### src/fqr_pkg.sv
// shared types and constants for the id queue with removal by id
// depends on nothing; used by fqr_cell and fifo_queue_with_removal_by_id_unit
package fqr_pkg;

    // default configuration
    localparam int DEPTH_DEF    = 16;
    localparam int ID_WIDTH_DEF = 8;

    // fixed port field widths
    localparam int OP_W     = 2;
    localparam int TID_W    = 8;
    localparam int OUT_ID_W = 8;
    localparam int STATUS_W = 2;
    localparam int OCC_W    = 5;

    typedef enum logic [OP_W-1:0] {
        OP_ENQUEUE = 2'd0,
        OP_DEQUEUE = 2'd1,
        OP_REMOVE  = 2'd2,
        OP_PEEK    = 2'd3
    } t_op;

    typedef enum logic [STATUS_W-1:0] {
        ST_OK        = 2'd0,
        ST_EMPTY     = 2'd1,
        ST_FULL      = 2'd2,
        ST_NOT_FOUND = 2'd3
    } t_status;

    // commands broadcast to every cell of the row
    typedef struct packed {
        logic enq;  // append key at the first free cell
        logic deq;  // every cell takes its neighbour's contents
        logic rmv;  // cells at or behind the first match close up
    } t_cell_ctl;

endpackage

### src/fqr_cell.sv
// one queue slot: holds an id and a valid bit, shifts towards the head on demand
// depends on fqr_pkg for the cell command struct
module fqr_cell #(
    parameter int ID_WIDTH = fqr_pkg::ID_WIDTH_DEF
) (
    input  logic                  i_clk,
    input  logic                  i_rst_n,
    input  fqr_pkg::t_cell_ctl    i_ctl,
    input  logic [ID_WIDTH-1:0]   i_key,
    input  logic                  i_prev_valid,  // cell nearer the head is occupied
    input  logic                  i_next_valid,  // cell nearer the tail
    input  logic [ID_WIDTH-1:0]   i_next_id,
    input  logic                  i_hit,         // match found nearer the head
    output logic                  o_hit,
    output logic                  o_valid,
    output logic [ID_WIDTH-1:0]   o_id
);

    logic                r_valid;
    logic [ID_WIDTH-1:0] r_id;
    logic                n_valid;
    logic [ID_WIDTH-1:0] n_id;
    logic                w_match;
    logic                w_shift;
    logic                w_take;

    assign w_match = r_valid && (r_id == i_key);
    assign o_hit   = i_hit | w_match;
    assign w_shift = i_ctl.deq | (i_ctl.rmv & o_hit);
    assign w_take  = i_ctl.enq & ~r_valid & i_prev_valid;

    always_comb begin
        n_valid = r_valid;
        n_id    = r_id;
        if (w_shift) begin
            n_valid = i_next_valid;
            n_id    = i_next_id;
        end else if (w_take) begin
            n_valid = 1'b1;
            n_id    = i_key;
        end
    end

    always_ff @(posedge i_clk) begin
        if (!i_rst_n) begin
            r_valid <= 1'b0;
        end else begin
            r_valid <= n_valid;
        end
    end

    always_ff @(posedge i_clk) begin
        r_id <= n_id;
    end

    assign o_valid = r_valid;
    assign o_id    = r_id;

endmodule

### src/fifo_queue_with_removal_by_id_unit.sv
// top level of the id queue: row of fqr_cell slots, occupancy count and result register
// depends on fqr_pkg and fqr_cell
//
// A bounded first-in first-out queue of thread ids, DEPTH entries deep, held
// in a row of cells with the head in cell 0. Each input word carries one
// operation in tuser (enqueue, dequeue, remove by id, peek) and an id in
// tdata. Every word gives exactly one result word: the id dequeued, peeked
// or removed (or the head after a successful enqueue), a status in tuser
// (ok, empty, full, not found) and the occupancy after the operation; the
// id is zero whenever status is not ok. Remove deletes the match nearest the
// head and the later entries close up in order. Each operation completes in
// the cycle it is accepted, all cells comparing their id at once and
// shifting towards the head together, so one word is taken every cycle and
// its result appears in the output register in the next cycle. The length of
// the match chain through the cell row sets the cycle time. A new word is
// taken while the previous result is being read out; only a result held by
// a stalled master side stops the input.
module fifo_queue_with_removal_by_id_unit #(
    parameter int DEPTH    = fqr_pkg::DEPTH_DEF,
    parameter int ID_WIDTH = fqr_pkg::ID_WIDTH_DEF
) (
    input  logic        i_clk,
    input  logic        i_rst_n,
    // slave side
    input  logic        i_s_tvalid,
    output logic        o_s_tready,
    input  logic [7:0]  i_s_tdata,   // [7:0] thread_id
    input  logic [1:0]  i_s_tuser,   // [1:0] operation
    // master side
    output logic        o_m_tvalid,
    input  logic        i_m_tready,
    output logic [15:0] o_m_tdata,   // [7:0] out_id, [12:8] occupancy, [15:13] zero
    output logic [1:0]  o_m_tuser    // [1:0] status
);

    localparam int CNT_W = $clog2(DEPTH + 1);

    // cell row wiring
    fqr_pkg::t_cell_ctl  w_ctl;
    logic [ID_WIDTH-1:0] w_key;
    logic [DEPTH-1:0]    w_valid;
    logic [ID_WIDTH-1:0] w_id [DEPTH];
    logic [DEPTH:0]      w_hit;

    // occupancy
    logic [CNT_W-1:0] r_count;
    logic [CNT_W-1:0] n_count;

    // result register
    logic                        r_out_valid;
    logic [fqr_pkg::OUT_ID_W-1:0] r_out_id;
    fqr_pkg::t_status            r_status;
    logic [fqr_pkg::OCC_W-1:0]   r_occ;
    logic                        n_out_valid;
    logic [fqr_pkg::OUT_ID_W-1:0] n_out_id;
    fqr_pkg::t_status            n_status;
    logic [fqr_pkg::OCC_W-1:0]   n_occ;

    logic                  w_accept;
    fqr_pkg::t_op          w_op;
    logic                  w_empty;
    logic                  w_full;
    logic [ID_WIDTH-1:0]   w_res_id;
    logic [ID_WIDTH+fqr_pkg::TID_W-1:0]     w_key_ext;
    logic [ID_WIDTH+fqr_pkg::OUT_ID_W-1:0]  w_res_ext;
    logic [CNT_W+fqr_pkg::OCC_W-1:0]        w_occ_ext;

    // input side is free unless a result is stuck on the master side
    assign o_s_tready = !r_out_valid || i_m_tready;
    assign w_accept   = i_s_tvalid && o_s_tready;

    assign w_op      = fqr_pkg::t_op'(i_s_tuser);
    // only the low ID_WIDTH bits of the id take part
    assign w_key_ext = {{ID_WIDTH{1'b0}}, i_s_tdata};
    assign w_key     = w_key_ext[ID_WIDTH-1:0];

    assign w_empty = (r_count == '0);
    assign w_full  = (r_count == CNT_W'(DEPTH));

    // commands to the row, gated by acceptance and by the refusal cases
    always_comb begin
        w_ctl = '0;
        if (w_accept) begin
            unique case (w_op)
                fqr_pkg::OP_ENQUEUE: w_ctl.enq = !w_full;
                fqr_pkg::OP_DEQUEUE: w_ctl.deq = !w_empty;
                fqr_pkg::OP_REMOVE:  w_ctl.rmv = !w_empty;
                fqr_pkg::OP_PEEK:    w_ctl     = '0;
                default:             w_ctl     = '0;
            endcase
        end
    end

    // row of cells, head in cell 0; the hit chain runs from the head to the tail
    assign w_hit[0] = 1'b0;

    for (genvar g = 0; g < DEPTH; g++) begin : g_cell
        logic                w_prev_valid;
        logic                w_next_valid;
        logic [ID_WIDTH-1:0] w_next_id;

        if (g == 0) begin : g_head
            assign w_prev_valid = 1'b1;
        end else begin : g_body
            assign w_prev_valid = w_valid[g-1];
        end

        if (g == DEPTH - 1) begin : g_tail
            assign w_next_valid = 1'b0;
            assign w_next_id    = '0;
        end else begin : g_inner
            assign w_next_valid = w_valid[g+1];
            assign w_next_id    = w_id[g+1];
        end

        fqr_cell #(
            .ID_WIDTH (ID_WIDTH)
        ) u_cell (
            .i_clk        (i_clk),
            .i_rst_n      (i_rst_n),
            .i_ctl        (w_ctl),
            .i_key        (w_key),
            .i_prev_valid (w_prev_valid),
            .i_next_valid (w_next_valid),
            .i_next_id    (w_next_id),
            .i_hit        (w_hit[g]),
            .o_hit        (w_hit[g+1]),
            .o_valid      (w_valid[g]),
            .o_id         (w_id[g])
        );
    end

    // result and next occupancy
    always_comb begin
        n_count  = r_count;
        n_status = fqr_pkg::ST_OK;
        w_res_id = '0;
        unique case (w_op)
            fqr_pkg::OP_ENQUEUE: begin
                if (w_full) begin
                    n_status = fqr_pkg::ST_FULL;
                end else begin
                    n_count  = r_count + CNT_W'(1);
                    // head after the append: the new id itself on an empty queue
                    w_res_id = w_empty ? w_key : w_id[0];
                end
            end
            fqr_pkg::OP_DEQUEUE: begin
                if (w_empty) begin
                    n_status = fqr_pkg::ST_EMPTY;
                end else begin
                    n_count  = r_count - CNT_W'(1);
                    w_res_id = w_id[0];
                end
            end
            fqr_pkg::OP_REMOVE: begin
                if (w_empty) begin
                    n_status = fqr_pkg::ST_EMPTY;
                end else if (w_hit[DEPTH]) begin
                    n_count  = r_count - CNT_W'(1);
                    w_res_id = w_key;
                end else begin
                    n_status = fqr_pkg::ST_NOT_FOUND;
                end
            end
            fqr_pkg::OP_PEEK: begin
                if (w_empty) begin
                    n_status = fqr_pkg::ST_EMPTY;
                end else begin
                    w_res_id = w_id[0];
                end
            end
            default: begin
                n_status = fqr_pkg::ST_EMPTY;
            end
        endcase
    end

    assign w_res_ext = {{fqr_pkg::OUT_ID_W{1'b0}}, w_res_id};
    assign w_occ_ext = {{fqr_pkg::OCC_W{1'b0}}, n_count};
    assign n_out_id  = w_res_ext[fqr_pkg::OUT_ID_W-1:0];
    assign n_occ     = w_occ_ext[fqr_pkg::OCC_W-1:0];

    // result register: loads on accept, empties when read without a new word
    always_comb begin
        n_out_valid = r_out_valid;
        if (w_accept) begin
            n_out_valid = 1'b1;
        end else if (i_m_tready) begin
            n_out_valid = 1'b0;
        end
    end

    always_ff @(posedge i_clk) begin
        if (!i_rst_n) begin
            r_count     <= '0;
            r_out_valid <= 1'b0;
        end else begin
            r_out_valid <= n_out_valid;
            if (w_accept) begin
                r_count <= n_count;
            end
        end
    end

    always_ff @(posedge i_clk) begin
        if (w_accept) begin
            r_out_id <= n_out_id;
            r_status <= n_status;
            r_occ    <= n_occ;
        end
    end

    assign o_m_tvalid = r_out_valid;
    assign o_m_tdata  = {3'b000, r_occ, r_out_id};
    assign o_m_tuser  = r_status;

    // occupancy never goes beyond the row
    a_count_bound: assert property (@(posedge i_clk) disable iff (!i_rst_n)
        r_count <= CNT_W'(DEPTH))
        else $error("occupancy count beyond depth");

    // occupied cells always match the count
    a_count_cells: assert property (@(posedge i_clk) disable iff (!i_rst_n)
        $countones(w_valid) == int'(r_count))
        else $error("cell valid bits disagree with count");

    // occupied cells form an unbroken run from the head
    a_packed: assert property (@(posedge i_clk) disable iff (!i_rst_n)
        (w_valid & (w_valid + DEPTH'(1))) == '0)
        else $error("gap in occupied cells");

    // every accepted word leaves a result waiting
    a_result: assert property (@(posedge i_clk) disable iff (!i_rst_n)
        w_accept |=> r_out_valid)
        else $error("accepted word gave no result");

    // a refused or failed operation reports a zero id
    a_zero_id: assert property (@(posedge i_clk) disable iff (!i_rst_n)
        (r_out_valid && r_status != fqr_pkg::ST_OK) |-> r_out_id == '0)
        else $error("non-zero id with failing status");

endmodule

### config.mk
export PLATFORM = sky130hd
export DESIGN_NAME = fifo_queue_with_removal_by_id_unit
export DESIGN_NICKNAME = d
export VERILOG_FILES = /design/src/fqr_pkg.sv /design/src/fqr_cell.sv /design/src/fifo_queue_with_removal_by_id_unit.sv
export SDC_FILE = /design/constraint.sdc
export NUM_CORES = 1
export LEC_CHECK = 0
export BUFFER_PORTS_ARGS = -buffer_cell sky130_fd_sc_hd__buf_2
export CORE_MARGIN = 5
export CORE_UTILIZATION = 65
export CTS_BUF_LIST = sky130_fd_sc_hd__clkbuf_4 sky130_fd_sc_hd__clkbuf_8
export CTS_CLUSTER_SIZE = 25
export DETAILED_ROUTE_END_ITERATION = 7
export PLACE_DENSITY = 0.9
export SYNTH_ARGS = -nofsm -noshare
export SYNTH_HDL_FRONTEND = slang
export SYNTH_SLANG_ARGS = --single-unit
### constraint.sdc
create_clock -name i_clk -period 8.4 [get_ports i_clk]
set_clock_uncertainty 0.15 [all_clocks]
set_input_delay 0.42 -clock i_clk [delete_from_list [all_inputs] [get_ports i_clk]]
set_output_delay 0.42 -clock i_clk [all_outputs]
set_load 0.05 [all_outputs]
# --- Word-level counts from Yosys, hierarchy flattened ---
# Cells that the tools add are included.
# Widths: inputs -> output; s select.
totals:
  ff_bits: 165
  elab_cells: 277
classes:
  addsub: 2
  eq_ne: 20
  mux: 82
  n_bitwise: 95
  n_reduce_logical: 41
op_table:
  columns: ["operator", "count"]
  rows:
  - ["$mux 8", 35]
  - ["$eq 8x8->1", 16]
  - ["$and 1x1->1", 47]
  - ["$mux 1", 36]
  - ["$reduce_bool 2->1", 16]
  - ["$or 1x1->1", 31]
  - ["$pmux 8 s3", 1]
  - ["$mux 5", 4]
  - ["$logic_and 1x1->1", 17]
  - ["$not 1->1", 17]
  - ["$pmux 5 s3", 1]
  - ["$mux 2", 3]
  - ["$pmux 2 s3", 1]
  - ["$add 5x1->5 const B", 1]
  - ["$eq 5x5->1 const B", 1]
  - ["$logic_not 5->1", 1]
  - ["$sub 5x1->5 const B", 1]
  - ["$eq 2x2->1 const B", 2]
  - ["$reduce_or 2->1", 2]
  - ["$logic_not 1->1", 3]
  - ["$mux 3", 1]
  - ["$eq 2x1->1 const B", 1]
  - ["$logic_not 2->1", 1]
  - ["$logic_or 1x1->1", 1]

# --- Longest topological paths before layout ---
depth:
  ltp_word: 20
  ltp_mapped: 12

# --- Hierarchy ---
# From an unflattened synthesis, not the netlist that was laid out.
unflattened:
  cells_unflattened: 768
  area_unflattened_um2: 9751.9
by_module_without_submodules:
  columns: ["module", "n_inst", "cells_each", "area_each_um2", "seq_area_each_um2"]
  rows:
  - ["fqr_cell", 16, 41, 533.0, 260.2]
  - ["fifo_queue_with_removal_by_id_unit", 1, 112, 1223.7, 570.5]

# --- Worst setup path before layout ---
# OpenSTA, ideal clock, no wires.
synth_path:
  path_kind: "register -> register"
  startpoint: "register r_out_valid, in the netlist o_m_tvalid"
  endpoint: "register g_cell[9].u_cell.r_id[0] (enable)"
  arrival_time_ns: 2.721
  slack_ns: 5.145
  path_stages_with_launch: 10
  period_less_slack_ns: 3.255
  cell_sequence: "dfxtp_1 > nand2b_1 > nand2_1 > inv_1 > and3_1 > clkbuf_1 > o31ai_1 > and2_1 > buf_6 > o21ai_0"
synth_via:
  elab_chain_len: 7
synth_rtl:
  columns: ["element", "line", "source"]
  rows:
  - ["start: declaration", "fifo_queue_with_removal_by_id_unit.sv:50", "logic r_out_valid;"]
  - ["start signal: assignment", "fifo_queue_with_removal_by_id_unit.sv:199", "r_out_valid <= n_out_valid;"]
  - ["$logic_not 1->1 (*)", "fifo_queue_with_removal_by_id_unit.sv:69", "assign o_s_tready = !r_out_valid || i_m_tready;"]
  - ["$logic_or 1x1->1 (*)", "fifo_queue_with_removal_by_id_unit.sv:69", null]
  - ["via o_s_tready", "fifo_queue_with_removal_by_id_unit.sv:26", "output logic o_s_tready,"]
  - ["$logic_and 1x1->1 (*)", "fifo_queue_with_removal_by_id_unit.sv:70", "assign w_accept = i_s_tvalid && o_s_tready;"]
  - ["$mux 3 (*)", "fifo_queue_with_removal_by_id_unit.sv:83", "if (w_accept) begin"]
  - ["$and 1x1->1, on equally long branches", "fqr_cell.sv:30, fqr_cell.sv:29", null]
  - ["$and 1x1->1 / $or 1x1->1 (equally long branches)", "fqr_cell.sv:30, fqr_cell.sv:29", null]
  - ["$reduce_bool 2->1 (no source line) (*)", null, null]
  - ["end signal: assignment", "fqr_cell.sv:53", "r_id <= n_id;"]
  - ["end: declaration", "fqr_cell.sv:20", "logic [ID_WIDTH-1:0] r_id;"]
# The timed path passes the listed nets; every way through them passes the cells marked *.
# A chain may end at the register's enable or synchronous reset.

# --- Worst setup path after layout ---
layout_path:
  startpoint: "register r_count[0]"
  endpoint: "register g_cell[5].u_cell.r_id[5] (enable)"
layout_via:
  elab_chain_len: 7
layout_rtl:
  columns: ["element", "line", "source"]
  rows:
  - ["start: declaration", "fifo_queue_with_removal_by_id_unit.sv:46", "logic [CNT_W-1:0] r_count;"]
  - ["start signal: assignment", "fifo_queue_with_removal_by_id_unit.sv:201", "r_count <= n_count;"]
  - ["$eq 5x5->1 / $logic_not 5->1 (equally long branches)", "fifo_queue_with_removal_by_id_unit.sv:78, fifo_queue_with_removal_by_id_unit.sv:77", null]
  - ["$logic_not 1->1, on equally long branches", "fifo_queue_with_removal_by_id_unit.sv:85, fifo_queue_with_removal_by_id_unit.sv:86, fifo_queue_with_removal_by_id_unit.sv:87", null]
  - ["$mux 1", "fifo_queue_with_removal_by_id_unit.sv:84", "unique case (w_op)"]
  - ["$mux 3 (*)", "fifo_queue_with_removal_by_id_unit.sv:83", null]
  - ["$and 1x1->1, on equally long branches", "fqr_cell.sv:30, fqr_cell.sv:29", null]
  - ["$and 1x1->1 / $or 1x1->1 (equally long branches)", "fqr_cell.sv:30, fqr_cell.sv:29", null]
  - ["$reduce_bool 2->1 (no source line) (*)", null, null]
  - ["end signal: assignment", "fqr_cell.sv:53", null]
  - ["end: declaration", "fqr_cell.sv:20", null]
# Mark *: on every way between the ends. The rest lies on a longest branch, timed or not.

==> summary.txt <==
status: finished clean
max_cap viols: 0
drt initial violations: 855
area of the multi-input gates: 4350 µm²
Worst Setup Slack, final: 4.13 ns
Max-slew headroom: 25.9%
hold-fix buffers at CTS: 0
crit path time final: 4.27 ns
Clock Pin Slew Worst Setup and Hold Paths: 0.09 ns
Synth Cell Area: 9540 µm²
Worst Path Max Fanout: 12
Post-Place Cell Area: 9470 µm²
post-layout instance area: 9920 µm²
global route overflow: 0
Layout area overhead: 4.04%
PwrDens: 185 nW/µm²
Placer Congestion: 0.893
LEAKAGE: 3.36 nW
worst-margin pin slew: 1.10 ns
total CTS buffers: 17
Fin Setup TNS: 0 ns
First-pass DRT Iterations: 8
Std-Cell Rows: 44
IO buf count: 30
register area share after synthesis: 48.8%
postcts setup bufs: 0
grt met2 use: 40.5%
Root Buffer: clkbuf_8
drt total wl: 20.5 mm
hpwl dp: 13.4 mm
CTS Buffer Depth: 2
Hold WS: 0.0707 ns
die area: 17200 µm²
H-tree Lvls: 4
layout net count: 800
Clock Power Share: 35.2%
antenna-violating nets left: 0
first-pass GRT wire length: 33.5 mm
number of antenna violations at the first check in global routing: 0
Initial Util: 65.9%
Mapped Cells: 792
top_reg_cell synth: edfxtp_1
f_max: 0.234 GHz
clock net sink count: 165
post-synth cell types: 77
required time of the critical path: 8.31 ns
DP Worst Slack: 4.13 ns
combinational share of power: 13.6%
vias in the first global route: 6575
met3 Use GR: 5.47%
CTS tree: built
Via density: 6.56
element type at the critical path end: register
Synth async-reset ratio: 0%
worst vdd ir: 0.165 mV
Slew Limit Fails: 0
register area: 4650 µm²
antenna cells: 0
global route hottest layer: met2
type of the worst min-delay path: primary input to register
die width: 131 µm
total core area: 14500 µm²
Final setup viols: 0
worst-skew pair later-pin latency: 0.47 ns
cts repair resizes: 0
largest net degree at the start of global routing: 35
Residual DRC: 0
NetSw: 480 µW
WS Path Type: register to register
die height: 131 µm
number of synthesized register bits: 165
Post-synth EDFFs: 135
startpoint type of the worst setup path: register
I/O Pins: 34
critical path arrival: 4.17 ns
met1 usage: 29.4%
total track usage: 24.0%
sequential share of power: 51.3%
Synth Area per Inst: 12.0 µm²
RSZ-0062 raised after global routing: no
Final Util: 68.5%
final period utilization: 50.8%
post-DR wirelength/cell: 20.9 µm
Via Count: 6439
internal power: 1.36 mW
Sw Share: 26.1%
# fillers: 974
layout cells sized above 1: 22.7%
final-report hold violation count: 0
YS warnings: 0
[synth_stat cells (16+ instances only)]
library cell	n	area, µm²
edfxtp_1	135	4050
xnor2_1	107	937
mux2_2	80	901
nand2_1	60	225
dfxtp_1	30	601
nor2_1	30	113
a21oi_1	24	120
mux2_1	24	270
xor2_1	24	210
clkbuf_1	20	75.1
nand3_1	20	100
nor3_1	18	90.1
o21ai_0	16	80.1
[flip-flops by register name (all words and copies together), names as in the netlist]
name,flops
g_cell.u_cell.o_id,128
g_cell.u_cell.o_valid,16
r_out_id,8
r_count,5
r_occ,5
o_m_tuser,2
o_m_tvalid,1
[final timing paths]
path                                                              end                                   from  depth (start not counted)  slack, ns
worst max-delay path               g_cell[5].u_cell.o_id[5]$_DFFE_PP_                r_count[0]$_SDFFE_PN0P_                          7       4.13
worst min-delay path                          o_m_tvalid$_SDFFE_PN0P_                             i_s_tvalid                          3       0.07
worst max register to register     g_cell[5].u_cell.o_id[5]$_DFFE_PP_                r_count[0]$_SDFFE_PN0P_                          7       4.13
worst min register to register  g_cell[1].u_cell.o_valid$_SDFFE_PN0P_  g_cell[1].u_cell.o_valid$_SDFFE_PN0P_                          1       0.36
[through the flow]
step	total power, mW	instances
floorplan	1.16	794
global placement	1.19	949
detailed placement	1.20	949
CTS	1.84	981
global route	1.89	981
finish	1.84	981
[power by group through the flow]
stage	logic (mW)	clock network [mW]	registers [mW]
after floorplan	0.184	0	0.977
after global placement	0.231	0	0.957
after detailed placement	0.242	0	0.959
after CTS	0.246	0.651	0.941
after global routing	0.266	0.683	0.945
final	0.249	0.646	0.941
[routing by layer]
metal  vias up  routed length, µm
met5         -                  0
met4         0                730
met3        84               1870
met2       372              10200
met1      3115               7750
li1       2868                  -
[layout by cell type (no fill, tap or decap), types with 18 or more instances in the layout]
cell type    n
mux2_1      24
edfxtp_1   135
dfxtp_1     30
buf_2       30
nand2_1     60
xor2_1      24
nand3_1     20
clkbuf_8    19
nor3_1      18
a21oi_1     24
mux2_2      80
nor2_1      30
xnor2_1    107
[cell type report]
class / instances / share of cell area [%]
timing repair buffer: 32 / 1.66
clock inverter: 13 / 1.94
multi-input combinational: 551 / 43.9
tap: 184 / 2.32
sequential: 165 / 46.9
clock buffer: 19 / 2.64
inverter: 17 / 0.643
[critical path: stages, from the launching register on]
cell      delay (ns)
dfxtp_1         0.42
inv_1           0.18
ha_1            0.27
nor3b_2         0.51
nand2b_1        0.39
and3_1          0.46
a21oi_1         0.82
o21ai_0         0.66
[logic make-up (layout without fill, tap and decap cells)]
group,count (synthesis),in the layout,share of synthesized area (%)
multiplexers,123,123,14.7
AO/OA/AOI/OAI,109,109,8.24
XOR/XNOR,132,132,12.2
AND/OR/NAND/NOR,182,182,10.1
buffers and inverters,78,81,5.62
flip-flops,165,165,48.8
other,1,3,0.0393
adder cells (fa/ha/maj),2,2,0.262
Power figures use the tool's default switching activity.
